$ cat src/rtl/rbw_pkg.sv
package rbw_pkg;

  typedef enum logic [2:0] {
    OP_INSERT   = 3'd0,
    OP_MARK_EX  = 3'd1,
    OP_MARK_RDY = 3'd2,
    OP_WAKEUP   = 3'd3,
    OP_COMMIT   = 3'd4,
    OP_CHECK    = 3'd5
  } op_t;

  localparam logic [2:0] ST_OK        = 3'd0;
  localparam logic [2:0] ST_FULL      = 3'd1;
  localparam logic [2:0] ST_HEAD_BAD  = 3'd2;
  localparam logic [2:0] ST_NOT_VALID = 3'd3;
  localparam logic [2:0] ST_MARKED    = 3'd4;

  localparam logic [5:0] NONE_TAG = 6'h3f;
  localparam int unsigned TAG_SPAN = 32;

  typedef enum logic [1:0] {
    S_IDLE,
    S_CMT,
    S_WAKE,
    S_FIN
  } state_t;

  // payload of one buffer entry as held in memory
  typedef struct packed {
    logic [31:0] inst_number;
    logic [5:0]  a_tag;
    logic        a_ready;
    logic [5:0]  b_tag;
    logic        b_ready;
  } entry_t;

  typedef struct packed {
    logic [2:0]  status;
    logic [4:0]  result_tag;
    logic        entry_is_ready;
    logic        head_can_commit;
    entry_t      entry;
  } res_t;

endpackage

$ cat src/rtl/rbw_mem.sv
module rbw_mem import rbw_pkg::*; #(
  parameter int DEPTH = 32,
  parameter int AW    = 5
) (
  input  logic          clk,
  input  logic          we,
  input  logic [AW-1:0] waddr,
  input  entry_t        wdata,
  input  logic          re,
  input  logic [AW-1:0] raddr,
  output entry_t        rdata
);

  entry_t mem [DEPTH];
  entry_t rdata_r;

  always_ff @(posedge clk) begin
    if (we) begin
      mem[waddr] <= wdata;
    end
    if (re) begin
      rdata_r <= mem[raddr];
    end
  end

  assign rdata = rdata_r;

endmodule

$ cat src/rtl/rbw_ctrl.sv
module rbw_ctrl import rbw_pkg::*; #(
  parameter int DEPTH = 32,
  parameter int IW    = 5
) (
  input  logic          clk,
  input  logic          rst_n,
  input  logic          cfg_clr,
  input  logic [5:0]    n_eff,
  input  logic          in_valid,
  output logic          in_ready,
  input  logic [2:0]    op,
  input  logic [4:0]    tag,
  input  entry_t        in_entry,
  output logic          out_valid,
  input  logic          out_ready,
  output res_t          out_res,
  output logic          mem_we,
  output logic [IW-1:0] mem_waddr,
  output entry_t        mem_wdata,
  output logic          mem_re,
  output logic [IW-1:0] mem_raddr,
  input  entry_t        mem_rdata
);

  localparam int CW = ((IW > 6) ? IW : 6) + 1;

  state_t            state_r, state_nxt;
  logic [IW-1:0]     head_r, head_nxt, tail_r, tail_nxt, wk_r, wk_nxt;
  logic [5:0]        occ_r, occ_nxt;
  logic [4:0]        wtag_r, wtag_nxt;
  logic [DEPTH-1:0]  valid_r, valid_nxt, exec_r, exec_nxt, done_r, done_nxt;
  res_t              res_r, res_nxt, out_r, out_data;
  logic              out_valid_r, out_load;

  logic              slot_free, acc, tag_ok, tag_hit, cmt_ok, wk_last;
  logic [7:0]        tag8;
  logic [IW-1:0]     tidx;
  logic [CW-1:0]     n_w, head_w, tail_w, wk_w, occ_w;

  assign slot_free = !out_valid_r || out_ready;
  assign in_ready  = (state_r == S_IDLE) && slot_free;
  assign acc       = in_valid && in_ready;
  assign tag8      = {3'b000, tag};
  assign tidx      = tag8[IW-1:0];
  assign tag_ok    = {1'b0, tag} < n_eff;
  assign tag_hit   = tag_ok && valid_r[tidx];
  assign n_w       = CW'(n_eff);
  assign head_w    = CW'(head_r);
  assign tail_w    = CW'(tail_r);
  assign wk_w      = CW'(wk_r);
  assign occ_w     = CW'(occ_r);
  assign cmt_ok    = (head_w < n_w) && valid_r[head_r] && done_r[head_r];
  assign wk_last   = (wk_w + CW'(1)) >= n_w;

  always_comb begin
    state_nxt = state_r;
    unique case (state_r)
      S_IDLE: begin
        if (acc && op == OP_WAKEUP) begin
          state_nxt = S_WAKE;
        end else if (acc && op == OP_COMMIT && cmt_ok) begin
          state_nxt = S_CMT;
        end
      end
      S_CMT:  state_nxt = S_FIN;
      S_WAKE: begin
        if (wk_last) state_nxt = S_FIN;
      end
      S_FIN: begin
        if (slot_free) state_nxt = S_IDLE;
      end
      default: state_nxt = S_IDLE;
    endcase
  end

  always_comb begin
    res_t          r;
    entry_t        e;
    logic          hit_a, hit_b;
    logic [CW-1:0] h1, t1;
    logic [IW-1:0] hn;
    r         = '0;
    e         = mem_rdata;
    hit_a     = 1'b0;
    hit_b     = 1'b0;
    h1        = head_w + CW'(1);
    t1        = tail_w + CW'(1);
    valid_nxt = valid_r;
    exec_nxt  = exec_r;
    done_nxt  = done_r;
    head_nxt  = head_r;
    tail_nxt  = tail_r;
    occ_nxt   = occ_r;
    wk_nxt    = wk_r;
    wtag_nxt  = wtag_r;
    res_nxt   = res_r;
    mem_we    = 1'b0;
    mem_waddr = tail_r;
    mem_wdata = in_entry;
    mem_re    = 1'b0;
    mem_raddr = head_r;
    out_load  = 1'b0;
    out_data  = res_r;

    unique case (state_r)
      S_IDLE: begin
        if (acc) begin
          priority case (op)
            OP_INSERT: begin
              if (occ_w >= n_w || tail_w >= n_w) begin
                r.status = ST_FULL;
              end else begin
                mem_we           = 1'b1;
                valid_nxt[tail_r] = 1'b1;
                exec_nxt[tail_r]  = 1'b0;
                done_nxt[tail_r]  = 1'b0;
                tail_nxt         = (t1 >= n_w) ? '0 : t1[IW-1:0];
                occ_nxt          = occ_r + 6'd1;
                r.result_tag     = 5'(8'(tail_r));
              end
            end
            OP_MARK_EX: begin
              if (!tag_hit) r.status = ST_NOT_VALID;
              else if (exec_r[tidx]) r.status = ST_MARKED;
              else exec_nxt[tidx] = 1'b1;
            end
            OP_MARK_RDY: begin
              if (!tag_hit) r.status = ST_NOT_VALID;
              else if (done_r[tidx]) r.status = ST_MARKED;
              else done_nxt[tidx] = 1'b1;
            end
            OP_WAKEUP: begin
              mem_re    = 1'b1;
              mem_raddr = '0;
              wk_nxt    = '0;
              wtag_nxt  = tag;
            end
            OP_COMMIT: begin
              if (!cmt_ok) r.status = ST_HEAD_BAD;
              else mem_re = 1'b1;
            end
            OP_CHECK: begin
              if (!tag_hit) r.status = ST_NOT_VALID;
              else r.entry_is_ready = done_r[tidx];
            end
            default: ;
          endcase
        end
      end
      S_CMT: begin
        r.entry          = mem_rdata;
        r.result_tag     = 5'(8'(head_r));
        valid_nxt[head_r] = 1'b0;
        exec_nxt[head_r]  = 1'b0;
        done_nxt[head_r]  = 1'b0;
        head_nxt         = (h1 >= n_w) ? '0 : h1[IW-1:0];
        if (occ_r != 6'd0) occ_nxt = occ_r - 6'd1;
      end
      S_WAKE: begin
        // read of wk_r+1 overlaps the write back of wk_r: never the same entry
        if (valid_r[wk_r]) begin
          hit_a = (e.a_tag == {1'b0, wtag_r});
          hit_b = (e.b_tag == {1'b0, wtag_r});
        end
        if (hit_a) begin
          e.a_ready = 1'b1;
          e.a_tag   = NONE_TAG;
        end
        if (hit_b) begin
          e.b_ready = 1'b1;
          e.b_tag   = NONE_TAG;
        end
        mem_we    = hit_a || hit_b;
        mem_waddr = wk_r;
        mem_wdata = e;
        if (!wk_last) begin
          mem_re    = 1'b1;
          mem_raddr = wk_r + IW'(1);
          wk_nxt    = wk_r + IW'(1);
        end
      end
      S_FIN: begin
        if (slot_free) begin
          out_load = 1'b1;
          out_data = res_r;
        end
      end
      default: ;
    endcase

    hn = head_nxt;
    r.head_can_commit = (CW'(hn) < n_w) && valid_nxt[hn] && done_nxt[hn];

    if (state_r == S_IDLE && acc && state_nxt == S_IDLE) begin
      out_load = 1'b1;
      out_data = r;
    end
    if (state_r == S_CMT || (state_r == S_WAKE && wk_last)) begin
      res_nxt = r;
    end
  end

  always_ff @(posedge clk) begin
    if (!rst_n) begin
      state_r     <= S_IDLE;
      head_r      <= '0;
      tail_r      <= '0;
      occ_r       <= '0;
      valid_r     <= '0;
      exec_r      <= '0;
      done_r      <= '0;
      out_valid_r <= 1'b0;
    end else if (cfg_clr) begin
      head_r  <= '0;
      tail_r  <= '0;
      occ_r   <= '0;
      valid_r <= '0;
      exec_r  <= '0;
      done_r  <= '0;
    end else begin
      state_r <= state_nxt;
      head_r  <= head_nxt;
      tail_r  <= tail_nxt;
      occ_r   <= occ_nxt;
      valid_r <= valid_nxt;
      exec_r  <= exec_nxt;
      done_r  <= done_nxt;
      if (out_load) out_valid_r <= 1'b1;
      else if (out_ready) out_valid_r <= 1'b0;
    end
  end

  always_ff @(posedge clk) begin
    wk_r   <= wk_nxt;
    wtag_r <= wtag_nxt;
    res_r  <= res_nxt;
    if (out_load) out_r <= out_data;
  end

  assign out_valid = out_valid_r;
  assign out_res   = out_r;

endmodule

$ cat src/rtl/reorder_buffer_with_wakeup.sv
// Circular reorder buffer with operand wakeup. Each input item carries one operation
// (insert, mark executing, mark ready, wakeup, commit head, check ready) and yields one
// result item. Entry flags sit in flip-flops; the entry payload sits in a one-port-write,
// one-port-read memory with a registered read. Insert, mark, check and a refused commit
// load their result when taken; a commit reads the memory, updates and then gives the
// result; a wakeup sweeps the memory one entry per cycle (first read, then a compare and
// write back on a match for each of the N entries, then the result), N being the effective
// size. A result waits in an output register, and a new item is taken in the cycle it leaves.
// Writing entries_in_use (address 0) empties the buffer.
module reorder_buffer_with_wakeup import rbw_pkg::*; #(
  parameter int ROB_DEPTH = 32
) (
  input  logic        clk,
  input  logic        rst_n,
  input  logic        in_tvalid,
  output logic        in_tready,
  // tag[4:0], inst_number[36:5], first_source_tag[42:37], first_source_ready[43],
  // second_source_tag[49:44], second_source_ready[50]
  input  logic [55:0] in_tdata,
  // operation[2:0]
  input  logic [2:0]  in_tuser,
  output logic        out_tvalid,
  input  logic        out_tready,
  // result_tag[4:0], entry_is_ready[5], head_can_commit[6], out_inst_number[38:7],
  // out_first_source_tag[44:39], out_first_source_ready[45],
  // out_second_source_tag[51:46], out_second_source_ready[52]
  output logic [55:0] out_tdata,
  // status[2:0]
  output logic [2:0]  out_tuser,
  input  logic        cfg_psel,
  input  logic        cfg_penable,
  input  logic        cfg_pwrite,
  input  logic [2:0]  cfg_paddr,
  input  logic [31:0] cfg_pwdata,
  output logic [31:0] cfg_prdata,
  output logic        cfg_pready
);

  localparam int IW  = (ROB_DEPTH > 1) ? $clog2(ROB_DEPTH) : 1;
  localparam int LIM = (ROB_DEPTH < TAG_SPAN) ? ROB_DEPTH : TAG_SPAN;

  logic [5:0]    eiu_r;
  logic [5:0]    n_eff;
  logic          cfg_wr;
  entry_t        in_entry, mem_wdata, mem_rdata;
  res_t          res;
  logic          mem_we, mem_re;
  logic [IW-1:0] mem_waddr, mem_raddr;

  assign cfg_pready = 1'b1;
  assign cfg_wr     = cfg_psel && cfg_penable && cfg_pwrite && cfg_paddr[2] == 1'b0;
  assign cfg_prdata = (cfg_paddr[2] == 1'b0) ? {26'd0, eiu_r} : 32'd0;

  always_ff @(posedge clk) begin
    if (!rst_n) begin
      eiu_r <= 6'd32;
    end else if (cfg_wr) begin
      eiu_r <= cfg_pwdata[5:0];
    end
  end

  // zero acts as one, anything past the usable span is clamped
  always_comb begin
    if (eiu_r == 6'd0) n_eff = 6'd1;
    else if (eiu_r > 6'(LIM)) n_eff = 6'(LIM);
    else n_eff = eiu_r;
  end

  assign in_entry.inst_number = in_tdata[36:5];
  assign in_entry.a_tag       = in_tdata[42:37];
  assign in_entry.a_ready     = in_tdata[43];
  assign in_entry.b_tag       = in_tdata[49:44];
  assign in_entry.b_ready     = in_tdata[50];

  rbw_mem #(.DEPTH(ROB_DEPTH), .AW(IW)) u_mem (
    .clk   (clk),
    .we    (mem_we),
    .waddr (mem_waddr),
    .wdata (mem_wdata),
    .re    (mem_re),
    .raddr (mem_raddr),
    .rdata (mem_rdata)
  );

  rbw_ctrl #(.DEPTH(ROB_DEPTH), .IW(IW)) u_ctrl (
    .clk       (clk),
    .rst_n     (rst_n),
    .cfg_clr   (cfg_wr),
    .n_eff     (n_eff),
    .in_valid  (in_tvalid),
    .in_ready  (in_tready),
    .op        (in_tuser),
    .tag       (in_tdata[4:0]),
    .in_entry  (in_entry),
    .out_valid (out_tvalid),
    .out_ready (out_tready),
    .out_res   (res),
    .mem_we    (mem_we),
    .mem_waddr (mem_waddr),
    .mem_wdata (mem_wdata),
    .mem_re    (mem_re),
    .mem_raddr (mem_raddr),
    .mem_rdata (mem_rdata)
  );

  assign out_tuser = res.status;
  assign out_tdata = {3'b000, res.entry.b_ready, res.entry.b_tag, res.entry.a_ready,
                      res.entry.a_tag, res.entry.inst_number, res.head_can_commit,
                      res.entry_is_ready, res.result_tag};

  a_take_needs_slot: assert property (@(posedge clk) disable iff (!rst_n)
    in_tready |-> (!out_tvalid || out_tready))
    else $error("item taken while the output register is blocked");

  a_status_code: assert property (@(posedge clk) disable iff (!rst_n)
    out_tvalid |-> (out_tuser == ST_OK || out_tuser == ST_FULL || out_tuser == ST_HEAD_BAD
                    || out_tuser == ST_NOT_VALID || out_tuser == ST_MARKED))
    else $error("unknown status");

  a_error_clean: assert property (@(posedge clk) disable iff (!rst_n)
    (out_tvalid && out_tuser != ST_OK) |-> (out_tdata[5:0] == 6'd0
                                            && out_tdata[52:7] == 46'd0))
    else $error("error result carries payload");

  a_cfg_hold: assert property (@(posedge clk) disable iff (!rst_n)
    cfg_wr |=> (eiu_r == $past(cfg_pwdata[5:0])))
    else $error("register write lost");

endmodule
$ cat config.mk
export PLATFORM = sky130hd
export DESIGN_NAME = reorder_buffer_with_wakeup
export DESIGN_NICKNAME = d
export VERILOG_FILES = /design/src/rtl/rbw_pkg.sv /design/src/rtl/rbw_mem.sv /design/src/rtl/rbw_ctrl.sv /design/src/rtl/reorder_buffer_with_wakeup.sv
export SDC_FILE = /design/constraint.sdc
export NUM_CORES = 2
export LEC_CHECK = 0
export BUFFER_PORTS_ARGS = -buffer_cell sky130_fd_sc_hd__clkbuf_2
export CORE_UTILIZATION = 50
export DETAILED_ROUTE_END_ITERATION = 10
export PLACE_DENSITY = 0.69
export RECOVER_POWER = 50
export SLEW_MARGIN = 20
export SYNTH_ARGS = -nofsm -noshare
export SYNTH_HDL_FRONTEND = slang
export SYNTH_SLANG_ARGS = --single-unit
$ cat constraint.sdc
create_clock -name clk -period 5.1 [get_ports clk]
set_clock_uncertainty 0.2 [all_clocks]
set_input_delay 1.02 -clock clk [delete_from_list [all_inputs] [get_ports clk]]
set_output_delay 1.02 -clock clk [all_outputs]
set_load 0.005 [all_outputs]
* Word level (Yosys, flattened, before mapping) *
Memories as Yosys holds them, arrays and structs flattened. A register that Yosys moved wholly into a read port is not among the register bits.
Index checks and enable logic that the tools add are counted.
Widths: inputs -> output; s select.

storage, ports and cells
  register bits after elaboration = 243
  bits in latches = 0
  bits in writable memories = 1472
  ROM bits = 0
  bits of input ports = 101
  output and inout bits = 94
  logic and storage cells = 230
  memories = 1

memory list
  name       words  bits a word  rd ports  clocked after Yosys merged registers in  wr ports  line           RTL
  u_mem.mem  32     46           1         1                                        1         rbw_mem.sv:14  entry_t mem [DEPTH];

cells by class
  $add $sub $neg = 6
  multipliers = 0
  divide/modulo/power cells = 0
  order comparisons = 17
  equality and inequality tests = 20
  shifts and indexed selects = 0
  mux-type cells = 104
  bitwise gates (word level) = 14
  reductions and logical operators = 39

operators by type and width
  operator             number
  $mux 32              11
  $pmux 32 s2          5
  $and 32x32->32       5
  $or 32x32->32        3
  $mux 46              2
  $not 32->32          2
  $mux 5               12
  $mux 56              1
  $mux 6               7
  $bmux 1 s5           8
  $mux 1               32
  $lt 5x6->1 const B   5
  $pmux 5 s2           3
  $ge 7x6->1           3
  $logic_and 1x1->1    19
  $add 5x1->6 const B  3
  $lt 5x6->1           3
  $demux 1 s5          3
  $ge 5x1->1 const B   3
  $mux 3               5
  $pmux 3 s5           1
  $mux 7               2
  $eq 6x5->1           2
  $mux 2               6
  other kinds (33)     54

* Depth between registers and ports, before layout *
  depth in word-level cells = 15
  depth in mapped cells = 18
  depth with buffers taken out = 16

* Cells and area by module *
A second synthesis with hierarchy kept.

unflattened totals
  cells, all modules = 5080
  area total of the unflattened synthesis = 74610.3 um^2

modules (own cells, without submodules)
  module                      times used  cells each  area an instance (um^2)
  rbw_mem                     1           3226        58667.5
  rbw_ctrl                    1           1781        15374.7
  reorder_buffer_with_wakeup  1           73          568.0

* Worst setup path after synthesis *
OpenSTA, ideal clock, no wires.

  path kind = register -> register
  start = reg eiu_r[1]
  end = mem u_mem.mem[12][0] (netlist bit) (enable)
  library setup time = 0.450 ns
  arrival = 4.740 ns
  data required time = 4.450 ns
  slack = -0.289 ns
  cell stages (with the launch flop) = 14
  buffers on the path = 1
  cell sequence = dfxtp_1 -> nor4_1 -> nor2_1 -> nor2_1 -> ha_1 -> nand2b_1 -> a31oi_1 -> o21a_1 -> clkbuf_1 -> nand4_1 -> a21oi_1 -> nor2b_1 -> nand2_1 -> nor2_1

between the ends
  word-level cells in the longest chain between the ends = 11

ends and longest elaborated chain
  element                                          line                              RTL
  start, declared                                  reorder_buffer_with_wakeup.sv:42  logic [5:0] eiu_r;
  start signal, assigned                           reorder_buffer_with_wakeup.sv:58  eiu_r <= cfg_pwdata[5:0];
  $gt 6x6->1                                       reorder_buffer_with_wakeup.sv:65  else if (eiu_r > 6'(LIM)) n_eff = 6'(LIM);
  $mux 6                                           reorder_buffer_with_wakeup.sv:65
  $mux 6 *                                         reorder_buffer_with_wakeup.sv:64  if (eiu_r == 6'd0) n_eff = 6'd1;
  $ge 6x6->1 / $ge 5x6->1 (equally long branches)  rbw_ctrl.sv:110                   if (occ_w >= n_w || tail_w >= n_w) begin
  $logic_or 1x1->1 *                               rbw_ctrl.sv:110
  $mux 1 *                                         rbw_ctrl.sv:110
  $mux 1 *                                         rbw_ctrl.sv:108                   priority case (op)
  $mux 1 *                                         rbw_ctrl.sv:107                   if (acc) begin
  $pmux 1 s2 *                                     rbw_ctrl.sv:105                   unique case (state_r)
  $mux 1 *                                         rbw_mem.sv:18                     if (we) begin
  $mux 1 (not written as such) *                   rbw_mem.sv:19                     mem[waddr] <= wdata;
  end, declared                                    rbw_mem.sv:14

Mark *: on every way between the ends. The rest lies on a longest branch, timed or not.

==> impl_metrics.tcl <==
set metrics [dict create \
    holdPathStages 3 \
    ff2ff_setup_slack_ns 0.21 \
    drv_cap 1 \
    routedWlPerCell_um 28.4 \
    antenna_cells 0 \
    fmax_mhz 204 \
    cts_buffers 177 \
    worstHoldStart "cfg_pwdata[3]" \
    drc_errors 0 \
    slew_viol_final 22 \
    leakage_nw 27.9 \
    finalWorstSetupSlack_ns 0.208 \
    final_area_sq_um 84200 \
    clkTransAtPathRegs_ns 0.06 \
    die-height_um 385 \
    io_pins 195 \
    final_antenna_net_count 0 \
    via_count 51000 \
    grt_usage_pct 30.7 \
    numPlacedInstances 7738 \
    hold_buffers 0 \
    p_per_area_nw_per_um2 359 \
    fin_tns_setup_ns 0 \
    synth.avg_cell_area_sq_um 12.8 \
    synth_warnings 0 \
    ys_seq_elements 1761 \
    drtPass1Iterations 6 \
    antenna_found_initial 4 \
    synth_top_flop_cell "edfxtp_1" \
    synth_edf_count 1640 \
    htree_levels 4 \
    critPathLaunchType "flop" \
    tritoncts "built" \
    crit_arrival_ns 5.25 \
    post-place-ws_ns -0.308 \
    cts_resized 11 \
    die_area_sq_um 148000 \
    synthesis.area_sq_um 73300 \
    die_x_um 385 \
    final_cells 8062 \
    gp_congestion 1.00 \
    worstPathMaxFanout 8 \
    grt_pass1_vias 48100 \
    post-cts-setup-buffers 0 \
    viasPerCell 6.32 \
    required_ns 5.46 \
    final_common_cell "edfxtp_1" \
    syn2layout_area_growth_pct 14.9 \
    reg2reg_depth 15 \
    synthArstFlopShare_pct 0 \
    placed_area_sq_um 78600 \
    hold_viol 0 \
    grt_max_degree 96 \
    clkSinkCount 1761 \
    post-route-min-period_ns 4.89 \
    rows 140 \
    min_path_type "primary input to flop" \
    port-buffer-count 131 \
    hold_path_end "eiu_r[3]" \
    start_util_pct 50.3 \
    synthCells 5745 \
    drt-initial-drc-count 7157 \
    post-route-period-util_pct 95.9 \
    status "finished, violations left" \
    clk_latency_ns 0.82 \
    irDropWorstVdd_v 0.000302 \
    end_kind "flop" \
    final_cell_mix "edfxtp_1 (1640), nand2_1 (1446), nand3_1 (541), buf_4 (195), clkbuf_16 (178)" \
    relSlewSlack_pct -1.77 \
    layout.nets 6158 \
    worstSetupPathType "flop to flop" \
    finalWirelength_mm 229 \
    holdWs_ns 0.240 \
    ctsLongestPathBuffers 3 \
    core_sq_um 146000 \
    gr-total-overflow 0 \
    drive_gt1_share_pct 12.2 \
    cts-root-buf "clkbuf_16" \
    grt_pass1_wl_mm 329 \
    synth.distinct_cells 87 \
    tightest_slew_ns 1.53 \
    reg2reg_to "u_ctrl.out_res[46]" \
    yosysSeqAreaShare_pct 70.5 \
    dpl.hpwl_mm 130 \
    setup-violations-final 0 \
    worstReg2RegStart "eiu_r[5]" \
    violations "max-capacitance violations, max-slew violations" \
]
worst max-delay path: stages, from the launching register on:
cell and delay [ns]:
dfxtp_1 0.34, clkinv_1 0.13, nand2_1 0.39, ha_1 0.46, nand2_1 0.04, o21ai_0 0.61, and2_1 0.39, nor4_1 0.15
clkbuf_1 0.23, a22oi_1 0.29, o311ai_0 0.15, a41oi_1 0.29, nand4_1 0.16, nor4_1 0.46, buf_4 0.24, o41ai_2 0.08
how the worst max path moves through the flow:
stage / cells after the start / endpoint / slack (ns) / start
3_5_place_dp: 18 / u_mem.rdata[0] / -0.31 / eiu_r[2]
6_report: 15 / u_ctrl.out_res[46] / 0.21 / eiu_r[5]
3_3_place_gp: 19 / u_mem.rdata[1] / -0.31 / eiu_r[1]
5_1_grt: 19 / u_mem.rdata[10] / -0.03 / eiu_r[1]
2_1_floorplan: 13 / u_mem.mem[12][0] / -0.29 / eiu_r[1]
4_1_cts: 19 / u_mem.rdata[5] / 0.05 / eiu_r[2]
state kept, by name, summed over array words and instances (netlist names):
register and count:
u_mem.mem 1472, u_ctrl.out_res 56, u_ctrl.res_r 56, u_mem.rdata 46
u_ctrl.done_r 32, u_ctrl.exec_r 32, u_ctrl.valid_r 32, eiu_r 6
u_ctrl.occ_r 6, u_ctrl.head_r 5, u_ctrl.tail_r 5, u_ctrl.wk_r 5
u_ctrl.wtag_r 5, u_ctrl.state_r 2, u_ctrl.out_valid 1
cells in the mapped netlist (44+ instances only):
cell | n | share of area, %
nand2_1 | 1449 | 7.4
buf_2 | 44 | 0.30
clkbuf_1 | 287 | 1.5
nand4_1 | 77 | 0.66
and2_1 | 99 | 0.85
nor2_1 | 165 | 0.85
ha_1 | 55 | 0.94
a21oi_1 | 105 | 0.72
nand3_1 | 541 | 3.7
dfxtp_1 | 121 | 3.3
a2111oi_0 | 52 | 0.62
o21ai_0 | 74 | 0.51
a31oi_1 | 162 | 1.4
a32oi_1 | 143 | 1.7
mux2i_1 | 153 | 2.1
edfxtp_1 | 1640 | 67
power by group:
group          leakage (nW)  total (W)  switching (W)  internal [W]
registers              15.8     0.0160      0.0000382        0.0160
clock network          2.79     0.0129        0.00554       0.00738
logic                  9.25    0.00126       0.000917      0.000342
total                  27.9     0.0302        0.00650        0.0237
logic make-up (layout without fill, tap and decap cells):
kind of cell,Yosys count,after routing,share of synthesized area [%]
flip-flops,1761,1761,70.5
multiplexers,194,194,3.20
XOR/XNOR,24,24,0.287
AND/OR/NAND/NOR,2514,2514,15.1
other,2,30,0.0102
AO/OA/AOI/OAI,765,765,7.41
adder cells (fa/ha/maj),56,56,0.966
buffers and inverters,429,801,2.49
area by class of cell:
type | count | area, sq um
repair buffers | 442 | 3870
fillers | 11400 | 61300
inverters | 36 | 136
clock buffers | 221 | 4630
flip-flops and latches | 1761 | 51700
multi-input cells | 3583 | 20400
well taps | 1917 | 2400
clock inverters | 102 | 1100
per-layer routing:
layer	vias up	share of wire, %	GRT usage [%]	routed length (um)
li1	21900	-	-	-
met1	25300	39	42.7	88800
met2	3210	46	47.6	105000
met3	551	11	5.97	25400
met4	2	4.4	12.6	10200
met5	-	0.0057	0	13
stage by stage:
stage                     util, %  power (W)
after floorplan                 -     0.0170
after global placement       54.0     0.0175
after detailed placement     54.0     0.0176
after CTS                    57.9     0.0303
after global routing         57.9     0.0310
final                        57.9     0.0302
Note: power is estimated with default switching activity, not from simulation.
